**config.mk**
```make
export PLATFORM = sky130hd
export DESIGN_NAME = ultrasonic_range_to_seven_segment_unit_flat
export DESIGN_NICKNAME = d
export VERILOG_FILES = /design/src/urss_pkg.sv /design/src/urss_if.sv /design/src/ultrasonic_range_to_seven_segment_unit.sv /design/src/flat_wrapper.sv
export SDC_FILE = /design/constraint.sdc
export NUM_CORES = 1
export LEC_CHECK = 0
export BUFFER_PORTS_ARGS = -buffer_cell sky130_fd_sc_hd__clkbuf_2
export CAP_MARGIN = 20
export CORE_MARGIN = 3
export CORE_UTILIZATION = 37
export CTS_BUF_LIST = sky130_fd_sc_hd__clkbuf_2 sky130_fd_sc_hd__clkbuf_4 sky130_fd_sc_hd__clkbuf_8
export CTS_CLUSTER_SIZE = 16
export DETAILED_ROUTE_END_ITERATION = 16
export GPL_ROUTABILITY_DRIVEN = 1
export PLACE_DENSITY = 0.6
export SETUP_SLACK_MARGIN = 0.2
export SYNTH_ARGS = -nofsm -noshare
export SYNTH_HDL_FRONTEND = slang
export SYNTH_SLANG_ARGS = --single-unit
```
**constraint.sdc**
```tcl
create_clock -name clk -period 53.2 [get_ports clk]
set_clock_uncertainty 0.05 [all_clocks]
set_input_delay 13.3 -clock clk [delete_from_list [all_inputs] [get_ports clk]]
set_output_delay 13.3 -clock clk [all_outputs]
set_load 0.1 [all_outputs]
```
**src/urss_pkg.sv**
```systemverilog
// Shared types, constants and the segment table of the ultrasonic range display unit.
package urss_pkg;

    localparam int DIGITS    = 4;
    localparam int POS_W     = $clog2(DIGITS);
    localparam int CFG_IDX_W = 3;
    localparam int CFG_DAT_W = 24;

    localparam logic [9:0] NO_ECHO_CM = 10'd999;
    localparam logic [3:0] DASH_CODE  = 4'd10;

    typedef logic [9:0] cm_t;
    typedef logic [3:0] digit_code_t;
    typedef logic [6:0] segment_t;

    typedef enum logic [2:0] {
        PH_TRIG_LOW  = 3'd0,
        PH_TRIG_HIGH = 3'd1,
        PH_WAIT_RISE = 3'd2,
        PH_MEASURE   = 3'd3,
        PH_DISPLAY   = 3'd4
    } phase_t;

    typedef enum logic [CFG_IDX_W-1:0] {
        CFG_TRIGGER_LOW_TICKS  = 3'd0,
        CFG_TRIGGER_HIGH_TICKS = 3'd1,
        CFG_ECHO_TIMEOUT_TICKS = 3'd2,
        CFG_TICKS_PER_CM       = 3'd3,
        CFG_MIN_CM             = 3'd4,
        CFG_MAX_CM             = 3'd5,
        CFG_DIGIT_HOLD_TICKS   = 3'd6,
        CFG_REFRESH_ROUNDS     = 3'd7
    } cfg_index_t;

    // Segment a is bit 0, segment g is bit 6; code ten is the dash.
    function automatic segment_t seg_pattern(input digit_code_t code);
        segment_t p;
        case (code)
            4'd0:    p = 7'h3F;
            4'd1:    p = 7'h06;
            4'd2:    p = 7'h5B;
            4'd3:    p = 7'h4F;
            4'd4:    p = 7'h66;
            4'd5:    p = 7'h6D;
            4'd6:    p = 7'h7D;
            4'd7:    p = 7'h07;
            4'd8:    p = 7'h7F;
            4'd9:    p = 7'h6F;
            4'd10:   p = 7'h40;
            default: p = 7'h00;
        endcase
        return p;
    endfunction

endpackage

```
**src/urss_if.sv**
```systemverilog
// Channel interfaces of the ultrasonic range display unit: tick input, result and configuration.
interface urss_in_if;
    import urss_pkg::*;
    logic valid;
    logic ready;
    logic echo_level;
    modport source (output valid, output echo_level, input ready);
    modport sink   (input valid, input echo_level, output ready);
endinterface

interface urss_out_if;
    import urss_pkg::*;
    logic        valid;
    logic        ready;
    logic        trigger_out;
    segment_t    segment_bits;
    logic [3:0]  digit_select_n;
    cm_t         distance_cm;
    logic        measure_done;
    modport source (output valid, output trigger_out, output segment_bits,
                    output digit_select_n, output distance_cm, output measure_done,
                    input ready);
    modport sink   (input valid, input trigger_out, input segment_bits,
                    input digit_select_n, input distance_cm, input measure_done,
                    output ready);
endinterface

interface urss_cfg_if;
    import urss_pkg::*;
    logic                 valid;
    logic                 ready;
    cfg_index_t           index;
    logic [CFG_DAT_W-1:0] data;
    modport source (output valid, output index, output data, input ready);
    modport sink   (input valid, input index, input data, output ready);
endinterface

```
**src/ultrasonic_range_to_seven_segment_unit.sv**
```systemverilog
// Ultrasonic range meter with a multiplexed seven-segment display, top level.
//
// Each request on din is one timer tick with the sampled echo level, and each
// tick produces exactly one result on dout. The unit accepts one tick per clock
// cycle when no result waits or dout is ready; the result is registered on
// acceptance, and a new tick is taken in the same cycle that a waiting result
// is taken. All phase counters, the centimetre sub-counter and the decimal
// split of a latched distance update on acceptance. The sequence is: trigger low,
// trigger high, wait for the echo to rise (timeout latches 999), count echo-high
// ticks, then show four dashes or the decimal digits for refresh_rounds display
// rounds. Configuration writes are always ready and take effect on the next tick.
module ultrasonic_range_to_seven_segment_unit (
    input  logic        clk,
    input  logic        rst_n,
    urss_cfg_if.sink    cfg,
    urss_in_if.sink     din,
    urss_out_if.source  dout
);
    import urss_pkg::*;

    localparam int SEL_W = (DIGITS < 4) ? DIGITS : 4;
    localparam logic [DIGITS-1:0] SEL_LSB = {{(DIGITS-1){1'b0}}, 1'b1};
    localparam logic [POS_W-1:0]  LAST_POS = POS_W'(DIGITS - 1);

    typedef logic [DIGITS-1:0][3:0] codes_t;

    // A programmed count of zero behaves as one.
    function automatic logic [23:0] at_least_one(input logic [23:0] v);
        return (v == 24'd0) ? 24'd1 : v;
    endfunction

    // Exact quotient by ten for values below 1029.
    function automatic cm_t div10(input cm_t v);
        logic [20:0] p;
        p = {11'd0, v} * 21'd205;
        return p[20:11];
    endfunction

    function automatic codes_t make_codes(input cm_t d, input cm_t lo, input cm_t hi);
        codes_t c;
        cm_t    v;
        cm_t    q;
        cm_t    rem;
        v = d;
        for (int r = 0; r < DIGITS; r++)
        begin
            if (d < lo || d > hi)
            begin
                c[r] = DASH_CODE;
            end
            else
            begin
                q    = div10(v);
                rem  = v - cm_t'(q * 10);
                c[r] = rem[3:0];
                v    = q;
            end
        end
        return c;
    endfunction

    // Configuration registers.
    logic [7:0]  trig_low_reg;
    logic [7:0]  trig_high_reg;
    logic [15:0] timeout_reg;
    logic [15:0] ticks_per_cm_reg;
    cm_t         min_cm_reg;
    cm_t         max_cm_reg;
    logic [23:0] hold_reg;
    logic [7:0]  rounds_reg;

    // Measurement and display state.
    phase_t            phase_reg, phase_next;
    logic [23:0]       ticks_reg, ticks_next;
    logic [15:0]       echo_ticks_reg, echo_ticks_next;
    logic [15:0]       subcount_reg, subcount_next;
    cm_t               cm_count_reg, cm_count_next;
    codes_t            codes_reg, codes_next;
    logic [POS_W-1:0]  pos_reg, pos_next;
    logic [7:0]        round_reg, round_next;
    segment_t          seg_reg, seg_next;
    logic [DIGITS-1:0] select_reg, select_next;
    cm_t               dist_reg, dist_next;

    // Result register flags.
    logic out_valid_reg, out_valid_next;
    logic trig_reg, trig_next;
    logic done_reg, done_next;

    logic in_ready;
    logic accept;

    assign in_ready  = !out_valid_reg || dout.ready;
    assign accept    = din.valid && in_ready;
    assign din.ready = in_ready;
    assign cfg.ready = 1'b1;

    always_ff @(posedge clk or negedge rst_n)
    begin
        if (!rst_n)
        begin
            trig_low_reg     <= 8'd4;
            trig_high_reg    <= 8'd20;
            timeout_reg      <= 16'd60000;
            ticks_per_cm_reg <= 16'd116;
            min_cm_reg       <= 10'd5;
            max_cm_reg       <= 10'd50;
            hold_reg         <= 24'd10000;
            rounds_reg       <= 8'd10;
        end
        else if (cfg.valid)
        begin
            unique case (cfg.index)
                CFG_TRIGGER_LOW_TICKS:  trig_low_reg     <= cfg.data[7:0];
                CFG_TRIGGER_HIGH_TICKS: trig_high_reg    <= cfg.data[7:0];
                CFG_ECHO_TIMEOUT_TICKS: timeout_reg      <= cfg.data[15:0];
                CFG_TICKS_PER_CM:       ticks_per_cm_reg <= cfg.data[15:0];
                CFG_MIN_CM:             min_cm_reg       <= cfg.data[9:0];
                CFG_MAX_CM:             max_cm_reg       <= cfg.data[9:0];
                CFG_DIGIT_HOLD_TICKS:   hold_reg         <= cfg.data[23:0];
                CFG_REFRESH_ROUNDS:     rounds_reg       <= cfg.data[7:0];
                default:                ;
            endcase
        end
    end

    always_comb
    begin
        logic [24:0] ticks_inc;
        logic [15:0] base_echo;
        logic [15:0] base_sub;
        cm_t         base_cm;
        logic [15:0] sub_inc;
        logic [7:0]  round_inc;
        logic        latch;
        cm_t         latch_value;

        phase_next      = phase_reg;
        ticks_next      = ticks_reg;
        echo_ticks_next = echo_ticks_reg;
        subcount_next   = subcount_reg;
        cm_count_next   = cm_count_reg;
        codes_next      = codes_reg;
        pos_next        = pos_reg;
        round_next      = round_reg;
        seg_next        = seg_reg;
        select_next     = select_reg;
        dist_next       = dist_reg;
        trig_next       = 1'b0;
        done_next       = 1'b0;
        latch           = 1'b0;
        latch_value     = cm_count_reg;
        round_inc       = round_reg + 8'd1;
        ticks_inc       = {1'b0, ticks_reg} + 25'd1;

        // The rise tick counts from cleared counters; later ticks extend them.
        if (phase_reg == PH_WAIT_RISE)
        begin
            base_echo = 16'd0;
            base_sub  = 16'd0;
            base_cm   = 10'd0;
        end
        else
        begin
            base_echo = echo_ticks_reg;
            base_sub  = subcount_reg;
            base_cm   = cm_count_reg;
        end
        sub_inc = base_sub + 16'd1;

        unique case (phase_reg) inside
            PH_TRIG_HIGH:
            begin
                trig_next = 1'b1;
                if (ticks_inc >= {1'b0, at_least_one({16'd0, trig_high_reg})})
                begin
                    phase_next = PH_WAIT_RISE;
                    ticks_next = 24'd0;
                end
                else
                begin
                    ticks_next = ticks_inc[23:0];
                end
            end
            PH_WAIT_RISE, PH_MEASURE:
            begin
                if (din.echo_level && (phase_reg == PH_WAIT_RISE ||
                    {8'd0, echo_ticks_reg} < at_least_one({8'd0, timeout_reg})))
                begin
                    phase_next      = PH_MEASURE;
                    echo_ticks_next = base_echo + 16'd1;
                    if ({8'd0, sub_inc} >= at_least_one({8'd0, ticks_per_cm_reg}))
                    begin
                        subcount_next = 16'd0;
                        cm_count_next = (base_cm < NO_ECHO_CM) ? base_cm + 10'd1 : base_cm;
                    end
                    else
                    begin
                        subcount_next = sub_inc;
                        cm_count_next = base_cm;
                    end
                end
                else if (phase_reg == PH_MEASURE)
                begin
                    latch       = 1'b1;
                    latch_value = cm_count_reg;
                end
                else
                begin
                    ticks_next = ticks_inc[23:0];
                    if (ticks_inc >= {1'b0, at_least_one({8'd0, timeout_reg})})
                    begin
                        latch       = 1'b1;
                        latch_value = NO_ECHO_CM;
                    end
                end
            end
            PH_DISPLAY:
            begin
                if (ticks_reg == 24'd0)
                begin
                    seg_next    = seg_pattern(codes_reg[pos_reg]);
                    select_next = ~(SEL_LSB << pos_reg);
                end
                if (ticks_inc >= {1'b0, at_least_one(hold_reg)})
                begin
                    ticks_next = 24'd0;
                    if (pos_reg == LAST_POS)
                    begin
                        pos_next = '0;
                        if ({16'd0, round_inc} >= at_least_one({16'd0, rounds_reg}))
                        begin
                            round_next = 8'd0;
                            phase_next = PH_TRIG_LOW;
                        end
                        else
                        begin
                            round_next = round_inc;
                        end
                    end
                    else
                    begin
                        pos_next = pos_reg + POS_W'(1);
                    end
                end
                else
                begin
                    ticks_next = ticks_inc[23:0];
                end
            end
            default:
            begin
                // Trigger low, and any unused phase code restarted as trigger low.
                if (phase_reg != PH_TRIG_LOW)
                begin
                    ticks_inc = 25'd1;
                end
                if (ticks_inc >= {1'b0, at_least_one({16'd0, trig_low_reg})})
                begin
                    phase_next = PH_TRIG_HIGH;
                    ticks_next = 24'd0;
                end
                else
                begin
                    phase_next = PH_TRIG_LOW;
                    ticks_next = ticks_inc[23:0];
                end
            end
        endcase

        if (latch)
        begin
            done_next  = 1'b1;
            dist_next  = latch_value;
            codes_next = make_codes(latch_value, min_cm_reg, max_cm_reg);
            phase_next = PH_DISPLAY;
            ticks_next = 24'd0;
            pos_next   = '0;
            round_next = 8'd0;
        end

        if (accept)
        begin
            out_valid_next = 1'b1;
        end
        else if (dout.ready)
        begin
            out_valid_next = 1'b0;
        end
        else
        begin
            out_valid_next = out_valid_reg;
        end
    end

    always_ff @(posedge clk or negedge rst_n)
    begin
        if (!rst_n)
        begin
            phase_reg      <= PH_TRIG_LOW;
            ticks_reg      <= 24'd0;
            echo_ticks_reg <= 16'd0;
            subcount_reg   <= 16'd0;
            cm_count_reg   <= 10'd0;
            codes_reg      <= '0;
            pos_reg        <= '0;
            round_reg      <= 8'd0;
            seg_reg        <= 7'd0;
            select_reg     <= '1;
            dist_reg       <= 10'd0;
            out_valid_reg  <= 1'b0;
            trig_reg       <= 1'b0;
            done_reg       <= 1'b0;
        end
        else
        begin
            out_valid_reg <= out_valid_next;
            if (accept)
            begin
                phase_reg      <= phase_next;
                ticks_reg      <= ticks_next;
                echo_ticks_reg <= echo_ticks_next;
                subcount_reg   <= subcount_next;
                cm_count_reg   <= cm_count_next;
                codes_reg      <= codes_next;
                pos_reg        <= pos_next;
                round_reg      <= round_next;
                seg_reg        <= seg_next;
                select_reg     <= select_next;
                dist_reg       <= dist_next;
                trig_reg       <= trig_next;
                done_reg       <= done_next;
            end
        end
    end

    // The display and distance registers change only on acceptance, so they
    // double as the result payload.
    assign dout.valid          = out_valid_reg;
    assign dout.trigger_out    = trig_reg;
    assign dout.segment_bits   = seg_reg;
    assign dout.digit_select_n = 4'(select_reg[SEL_W-1:0]);
    assign dout.distance_cm    = dist_reg;
    assign dout.measure_done   = done_reg;

    a_trigger_from_high_phase: assert property (@(posedge clk) disable iff (!rst_n)
        accept && phase_reg == PH_TRIG_HIGH |=> dout.valid && dout.trigger_out)
        else $error("trigger result missing after a trigger-high tick");

    a_select_one_cold: assert property (@(posedge clk) disable iff (!rst_n)
        select_reg == '1 || $countones(~select_reg) == 1)
        else $error("more than one digit selected");

    a_cm_saturates: assert property (@(posedge clk) disable iff (!rst_n)
        cm_count_reg <= NO_ECHO_CM && dist_reg <= NO_ECHO_CM)
        else $error("distance beyond saturation limit");

    a_done_latches_display: assert property (@(posedge clk) disable iff (!rst_n)
        accept && done_next |=> phase_reg == PH_DISPLAY && dout.measure_done)
        else $error("latched distance did not enter the display phase");

endmodule
```
**src/flat_wrapper.sv**
```systemverilog
// flat-port wrapper written by rule: the top's interface ports become plain ports
module ultrasonic_range_to_seven_segment_unit_flat import urss_pkg::*;
  (clk, rst_n, cfg_valid, cfg_index, cfg_data, cfg_ready, din_valid, din_echo_level, din_ready, dout_valid, dout_trigger_out, dout_segment_bits, dout_digit_select_n, dout_distance_cm, dout_measure_done, dout_ready);
  urss_cfg_if cfg_i ();
  urss_in_if din_i ();
  urss_out_if dout_i ();
  input  logic clk;
  input  logic rst_n;
  input wire logic [$bits(cfg_i.valid)-1:0] cfg_valid;
  input wire logic [$bits(cfg_i.index)-1:0] cfg_index;
  input wire logic [$bits(cfg_i.data)-1:0] cfg_data;
  output wire logic [$bits(cfg_i.ready)-1:0] cfg_ready;
  input wire logic [$bits(din_i.valid)-1:0] din_valid;
  input wire logic [$bits(din_i.echo_level)-1:0] din_echo_level;
  output wire logic [$bits(din_i.ready)-1:0] din_ready;
  output wire logic [$bits(dout_i.valid)-1:0] dout_valid;
  output wire logic [$bits(dout_i.trigger_out)-1:0] dout_trigger_out;
  output wire logic [$bits(dout_i.segment_bits)-1:0] dout_segment_bits;
  output wire logic [$bits(dout_i.digit_select_n)-1:0] dout_digit_select_n;
  output wire logic [$bits(dout_i.distance_cm)-1:0] dout_distance_cm;
  output wire logic [$bits(dout_i.measure_done)-1:0] dout_measure_done;
  input wire logic [$bits(dout_i.ready)-1:0] dout_ready;
  assign cfg_i.valid = cfg_valid;
  assign cfg_i.index = cfg_index;
  assign cfg_i.data = cfg_data;
  assign cfg_ready = cfg_i.ready;
  assign din_i.valid = din_valid;
  assign din_i.echo_level = din_echo_level;
  assign din_ready = din_i.ready;
  assign dout_valid = dout_i.valid;
  assign dout_trigger_out = dout_i.trigger_out;
  assign dout_segment_bits = dout_i.segment_bits;
  assign dout_digit_select_n = dout_i.digit_select_n;
  assign dout_distance_cm = dout_i.distance_cm;
  assign dout_measure_done = dout_i.measure_done;
  assign dout_i.ready = dout_ready;
  ultrasonic_range_to_seven_segment_unit u_core (.clk(clk), .rst_n(rst_n), .cfg(cfg_i), .din(din_i), .dout(dout_i));
endmodule
```
==> impl_metrics.toml, run 1 <==
[clock_network]
cts.sinks = 219
root_buffer = "clkbuf_8"
hold_buffers = 0
cts_max_level = 2
clock_latency_ps = 600
cts.path.max_buffers = 3
postCtsSetupBuffers = 0
numCtsBuffers = 41
cts_tree = "built"
clk_pin_slew_ps = 50
cts_resized = 0

[sta]
min_period_ps = 32780
clock.fmax_mhz = 30.5
min_period_over_period = 0.616
max-slew-margin-rel = 0.317
worst_slew_pin_slew_ps = 1020
grt_setup_unrepaired = "false"
setup_viol = 0
worst_slack_ps = 20420
fin_setup_tns_ps = 0
maxSlewViolCount = 0
hold_violations = 0

[setup_path]
regToRegSetupSlack_ps = 29850
reg2reg_depth = 99
crit_path_start = "din_echo_level"
cp.arrival_ps = 33160
worst_path_most_repeated_cell = "inv_1"
r2r_start = "u_core.ticks_reg[0]"
critical-path-max-stage-delay_ps = 570
worstSetupEndpoint = "u_core.codes_reg[15]"
crit_fanout = 13
cp-end-kind = "flop"
timing.rr.end = "u_core.codes_reg[15]"
worst_path_max_delay_cell = "fa_1"
setup.worst_path.class = "in -> reg"
crit_required_ps = 53580
startpoint_type = "primary input"

[floorplan]
core_area_sq_mm = 0.0517
start_util = 0.376
pin_count = 59
die_area_sq_mm = 0.0554
die_w_um = 235
row_count = 83
dieHeight_um = 235

[synth]
synth_seq_cells = 219
netlist_area_sq_mm = 0.0195
synth.net_count = 2548
yosysSeqAreaShare = 0.284
synth_flop_cell = "dfrtp_1"
yosys.cell_types.count = 87
syn_inst = 2160
synth_edf_count = 0
avgSynthCellArea_sq_um = 9.01
synthArstFlopShare = 1.00
synth_warnings = 0

[place]
port_buffers = 57
gp_congestion = 0.883
preCtsSetupSlack_ps = 19860
place_hpwl_um = 39800

[routing]
viasPerCell = 5.21
wl_per_cell_um = 17.3
drt_first_pass_iters = 5
route.detailed.drc = 0
drtAntennaViolNets = 0
vias = 15238
first_iter_violations = 1109
wirelength_um = 50700

[power_and_ir_drop]
p_switching_w = 0.000270
p_clk_frac = 0.288
seqPwrFrac = 0.346
leakage_nw = 11.3
p_int_w = 0.000400
vdd_drop_max_mv = 0.0168
combPwrFrac = 0.365
powerDensity_mw_per_mm2 = 31.2
p_sw_frac = 0.403

[global_route]
grt_pass1_vias = 15407
antenna_found_initial = 0
grt_overflow = 0
grt_max_degree = 102
track_usage = 0.184
grt_pass1_wl_um = 83200

[job]
maxCapViolations = 0

[finish]
synthToLayoutAreaGrowth_pct = 10.2
fin_nets = 2598
antenna_cells = 0
layout-drive-gt1-share = 0.124

[worst_hold_path]
hold_class = "reg -> reg"

[status]
outcome = "finished, final reports clean"
==> power groups by stage <==
stage / logic, W / registers (W) / clock network (W)
global placement: 0.000238 / 0.000233 / 0
floorplan: 0.000142 / 0.000268 / 0
CTS: 0.000246 / 0.000232 / 0.000200
detailed placement: 0.000245 / 0.000234 / 0
global route: 0.000274 / 0.000236 / 0.000208
finish: 0.000245 / 0.000232 / 0.000193
==> worst min path at each step <==
stage | cells past startpoint | end | from
after floorplan | 2 | u_core.codes_reg[10] | u_core.codes_reg[10]
after global placement | 2 | u_core.codes_reg[6] | u_core.codes_reg[6]
after detailed placement | 2 | u_core.codes_reg[2] | u_core.codes_reg[2]
after CTS | 2 | u_core.codes_reg[2] | u_core.codes_reg[2]
after global routing | 2 | u_core.dout.digit_select_n[1] | u_core.dout.digit_select_n[1]
final | 2 | u_core.dout.digit_select_n[1] | u_core.dout.digit_select_n[1]
==> cell usage in the layout (no fill, tap or decap), types with 56 or more instances in the layout <==
cell and n:
a21oi_1 79, clkbuf_2 56, dfrtp_1 189, fa_1 67, ha_1 288, inv_1 324, mux2_2 66, nand2_1 212
nor2_1 100, o21ai_0 145, xnor2_1 66
==> worst max-delay path: cells and delay by family <==
family	cells	cell delay, ps
fa+ha+maj	20	8830
compound gates	25	4990
buf+inv	19	1210
xor+xnor	11	1830
simple gates	14	2990
==> cell usage after synthesis, drive strengths merged, types with 6 or more instances <==
cell	n	share of area
fa	67	0.069
a211oi	11	0.0048
and2	25	0.0082
or2	6	0.0019
and3	21	0.0068
a21oi	81	0.021
a21o	53	0.020
nor2	101	0.019
o21bai	7	0.0027
clkbuf	47	0.0091
dfstp	30	0.041
o21a	17	0.0066
nand2b	37	0.012
nand4	39	0.013
nor3	21	0.0057
nand3	41	0.011
a31oi	26	0.0087
a22o	11	0.0050
o21ai	149	0.038
nor2b	15	0.0048
nor4	28	0.0098
nand2	212	0.041
dfrtp	189	0.24
or3	17	0.0055
mux2	66	0.038
ha	288	0.19
o211ai	7	0.0030
inv	324	0.063
buf	18	0.0047
xnor2	67	0.031
and4	9	0.0041
o31ai	11	0.0042
xor2	41	0.018
==> cells by family (layout without fill, tap and decap cells) <==
group,count (synthesis),in the layout,synth area share
AND/OR/NAND/NOR,585,585,0.148
XOR/XNOR,108,108,0.0490
other,1,1,0.000193
adder cells (fa/ha/maj),355,355,0.254
flip-flops,219,219,0.284
buffers and inverters,389,471,0.0763
multiplexers,75,75,0.0454
AO/OA/AOI/OAI,428,428,0.143
==> layer usage <==
| layer | part of all wire | vias up | global-route usage |
|---|---|---|---|
| met5 | 0 | - | 0 |
| met4 | 0.022 | 0 | 0.0525 |
| met3 | 0.048 | 67 | 0.0255 |
| met2 | 0.44 | 314 | 0.284 |
| met1 | 0.49 | 7354 | 0.269 |
| li1 | - | 7503 | - |
==> metrics by stage <==
stage / instances / total power (W) / cell area [sq um] / util / hold WS (ps)
CTS: 2922 / 0.000678 / 21400 / 0.415 / 431
finish: 2922 / 0.000670 / 21400 / 0.415 / 427
global route: 2922 / 0.000717 / 21400 / 0.415 / 457
global placement: 2847 / 0.000471 / 20500 / 0.396 / 400
floorplan: 2160 / 0.000410 / 19500 / - / 383
detailed placement: 2847 / 0.000479 / 20500 / 0.396 / 417
==> area by class of cell <==
| class | count | area [sq um] |
|---|---|---|
| fillers | 5083 | 30300 |
| multi-input cells | 1552 | 12500 |
| flip-flops and latches | 219 | 5520 |
| inverters | 324 | 1220 |
| well taps | 680 | 851 |
| clock buffers | 62 | 797 |
| repair buffers | 72 | 408 |
| clock inverters | 13 | 175 |
Power figures use the tool's default switching activity.
==> inputs of run 2 (changes only) <==
- ABC_AREA: not set -> 1
- clock period: 53.2 -> 33.5 ns (I/O delays scaled with it)
==> impl_metrics.toml, run 2 <==
[routing]
first_iter_violations = 1143
wirelength_um = 53500
drt_first_pass_iters = 6
vias = 16663
drtAntennaViolNets = 0
viasPerCell = 5.00
route.detailed.drc = 0
wl_per_cell_um = 16.1

[synth]
synthArstFlopShare = 1.00
synth_most_common_cell = "inv_1"
yosysSeqAreaShare = 0.279
avgSynthCellArea_sq_um = 7.79
synth_seq_cells = 219
yosysTopAreaCell = "dfrtp_1"
netlist_area_sq_mm = 0.0198
synth_warnings = 0
synth.net_count = 2930
synth_edf_count = 0
syn_inst = 2542
synth_top_area_share = 0.239
synth_flop_cell = "dfrtp_1"
yosys-top-cells-area = "dfrtp_1, ha_1, inv_1"
synthTopCellsByCount = "inv_1, nand2_1, ha_1"
yosys.cell_types.count = 64

[finish]
antenna_cells = 0
fin_util = 0.414
layout_common_cells = "inv_1, nand2_1, ha_1, o21ai_0, dfrtp_1"
layout_commonest_cell = "inv_1"
nFillCells = 5401
multi_input_area_sq_mm = 0.0120
regArea_sq_mm = 0.00552
synthToLayoutAreaGrowth_pct = 10.4
layout-drive-gt1-share = 0.0895
fin_nets = 3003

[setup_path]
cp-end-kind = "flop"
crit_family = "adder cells"
reg2reg_depth = 93
crit_buf_inv = 24
crit_path_start = "din_echo_level"
crit_required_ps = 33910
r2r_start = "u_core.ticks_reg[0]"
critical-path-max-stage-delay_ps = 530
cp.arrival_ps = 24440
startpoint_type = "primary input"
regToRegSetupSlack_ps = 14150
timing.rr.end = "u_core.codes_reg[15]"
worst_path_max_delay_cell = "fa_1"
crit_fanout = 13
setup.worst_path.class = "in -> reg"
worst_path_most_repeated_cell = "inv_1"

[floorplan]
row_count = 84
die_area_sq_mm = 0.0563
core_area_sq_mm = 0.0528
dieHeight_um = 237
start_util = 0.375
die_w_um = 237
pin_count = 59

[clock_network]
numCtsBuffers = 40
hold_buffers = 0
postCtsSetupBuffers = 0
cts_resized = 0
cts_max_level = 2
clk_pin_slew_ps = 70
cts.path.max_buffers = 3
cts_tree = "built"
clock_latency_ps = 580
cts.sinks = 219
root_buffer = "clkbuf_8"

[sta]
fin_setup_tns_ps = 0
hold_violations = 0
clock.fmax_mhz = 41.6
min_period_over_period = 0.717
min_period_ps = 24020
max-slew-margin-rel = 0.268
worst_slew_pin_slew_ps = 1090
maxSlewViolCount = 0
setup_viol = 0
grt_setup_unrepaired = "false"

[global_route]
antenna_found_initial = 0
track_usage = 0.190
grt_pass1_wl_um = 86500
use_met3 = 0.0340
met1_usage = 0.262
grt_pass1_vias = 16787
met2_usage = 0.306
grt_overflow = 0
grt_max_degree = 96
busiest_layer = "met2"

[worst_hold_path]
whs_path_depth = 2
min_to = "u_core.dout.distance_cm[0]"
min-delay-start = "u_core.dout.distance_cm[0]"
hold_class = "reg -> reg"

[place]
place_hpwl_um = 42400
port_buffers = 57
gp_congestion = 0.914

[job]
maxCapViolations = 0

[status]
outcome = "finished, final reports clean"
run 2: logic make-up after synthesis:
kind of cell	count (synthesis)	share of synthesized area
flops	219	0.279
xor+xnor	92	0.0424
compound gates	411	0.121
other cells	1	0.000189
fa+ha+maj	355	0.250
simple gates	874	0.195
buf+inv	590	0.113
run 2: layer usage:
metal	routed length, um	share of wire	vias to the layer above
met5	0	0	-
met4	1400	0.026	0
met3	2820	0.053	88
met1	25500	0.48	7832
met2	23800	0.44	374
li1	-	-	8369
run 2: final cells by class:
| type | instances | area share |
|---|---|---|
| inverters | 547 | 0.0939 |
| flip-flops and latches | 219 | 0.252 |
| multi-input cells | 1733 | 0.551 |
| repair buffers | 74 | 0.0203 |
| clock buffers | 58 | 0.0339 |
| well taps | 688 | 0.0394 |
| clock inverters | 16 | 0.00893 |
run 2: stage by stage:
| stage | area (sq um) | worst slack [ps] | cells | hold slack (ps) |
|---|---|---|---|---|
| 2_1_floorplan | 19800 | 10440 | 2542 | 403 |
| 3_3_place_gp | 20900 | 9280 | 3260 | 418 |
| 3_5_place_dp | 20900 | 8940 | 3260 | 424 |
| 4_1_cts | 21800 | 9550 | 3334 | 438 |
| 5_1_grt | 21900 | 8220 | 3335 | 458 |
| 6_report | 21900 | 9480 | 3335 | 433 |
run 2: worst max path at each step:
stage	endpoint	slack, ps	cells after the start
2_1_floorplan	u_core.codes_reg[15]	10440	80
6_report	u_core.codes_reg[15]	9480	80
4_1_cts	u_core.codes_reg[15]	9550	80
5_1_grt	u_core.codes_reg[15]	8220	80
3_3_place_gp	u_core.codes_reg[15]	9280	80
3_5_place_dp	u_core.codes_reg[15]	8940	80
run 2: tightest hold or removal path: cells and delay by family (launching register included):
family        cells  cell delay, ps
simple gates      2             110
flops             1             350
Power of run 2 is left out: the tool's default activity adds up to more than one toggle a clock period on the data nets, which glitch-free logic cannot reach.
==> inputs of run 3 (changes only) <==
- clock period: 33.5 -> 24.9 ns (I/O delays scaled with it)
==> impl_metrics.toml, run 3 (synthesis results as in run 2) <==
[sta]
worst_slack_ps = 3030
max-slew-margin-rel = 0.349
worst_slew_pin_slew_ps = 973
maxSlewViolCount = 0
clock.fmax_mhz = 45.7
setup_viol = 0
min_period_ps = 21870
grt_setup_unrepaired = "false"
hold_violations = 0
fin_setup_tns_ps = 0
min_period_over_period = 0.878

[setup_path]
crit_path_start = "din_echo_level"
cp.arrival_ps = 22260
cp-end-kind = "flop"
setup.worst_path.class = "in -> reg"
startpoint_type = "primary input"
crit_fanout = 13
worst_path_max_delay_cell = "fa_1"
r2r_start = "u_core.ticks_reg[0]"
crit_required_ps = 25290
critical-path-max-stage-delay_ps = 530
worst_path_most_repeated_cell = "inv_1"

[routing]
first_iter_violations = 1110
vias = 16858
drtAntennaViolNets = 0
drt_first_pass_iters = 5
viasPerCell = 5.05
wl_per_cell_um = 16.1
wirelength_um = 53700
route.detailed.drc = 0

[finish]
regArea_sq_mm = 0.00552
synthToLayoutAreaGrowth_pct = 9.97
antenna_cells = 0
layout_common_cells = "inv_1, nand2_1, ha_1, o21ai_0, dfrtp_1"
nFillCells = 5381
layout_commonest_cell = "inv_1"
fin_util = 0.413
instances_no_fill = 3337
fin_nets = 3005
multi_input_area_sq_mm = 0.0120
layout-drive-gt1-share = 0.0902

[global_route]
grt_overflow = 0
grt_pass1_vias = 16658
grt_max_degree = 96
antenna_found_initial = 1
track_usage = 0.190
grt_pass1_wl_um = 87000

[worst_hold_path]
hold_class = "reg -> reg"
min-delay-start = "u_core.dout.distance_cm[0]"

[floorplan]
dieHeight_um = 237
row_count = 84
pin_count = 59
core_area_sq_mm = 0.0528
die_area_sq_mm = 0.0563
die_w_um = 237
start_util = 0.375

[place]
port_buffers = 57
preCtsSetupSlack_ps = 2560
gp_congestion = 0.915
placed_cells = 3260
place_hpwl_um = 42700

[clock_network]
cts_max_level = 2
cts_resized = 0
hold_buffers = 0
cts.sinks = 219
clock_latency_ps = 580
cts_tree = "built"
numCtsBuffers = 41
postCtsSetupBuffers = 0
root_buffer = "clkbuf_8"
clk_pin_slew_ps = 70
cts.path.max_buffers = 3

[job]
maxCapViolations = 0

[status]
outcome = "finished, final reports clean"
-- run 3: stage by stage --
stage                     hold WS, ps  area (sq um)
after global placement            418         20900
after global routing              447         21800
after floorplan                   403         19800
final                             426         21800
after detailed placement          413         20900
after CTS                         431         21700
-- run 3: final timing paths --
kind                       depth (start not counted)                          to  slack (ps)
max                                               80        u_core.codes_reg[15]        3030
min                                                2  u_core.dout.distance_cm[0]         430
max reg2reg                                       93        u_core.codes_reg[15]        5580
min reg2reg                                        2  u_core.dout.distance_cm[0]         430
max in group asynchronous                          3         u_core.codes_reg[8]       17040
min in group asynchronous                          1      u_core.subcount_reg[6]        5610
-- run 3: area by class of cell --
class | instances | share of cell area
multi-input cells | 1733 | 0.553
flip-flops and latches | 219 | 0.253
inverters | 547 | 0.0943
well taps | 688 | 0.0395
clock buffers | 66 | 0.0368
repair buffers | 75 | 0.0203
clock inverters | 9 | 0.00253
-- run 3: critical path: cells and delay by family --
family,cells,cell delay [ps]
AND/OR/NAND/NOR,15,1530
buffers and inverters,24,1530
XOR/XNOR,4,760
AO/OA/AOI/OAI,15,3090
adder cells (fa/ha/maj),22,9090
-- run 3: layer usage --
metal | vias to the layer above | wire (um) | track usage
li1 | 8378 | - | -
met2 | 421 | 24200 | 0.309
met1 | 7977 | 25500 | 0.268
met4 | 0 | 1270 | 0.0494
met5 | - | 0 | 0
met3 | 82 | 2810 | 0.0263
Power of run 3 is left out for the same reason.
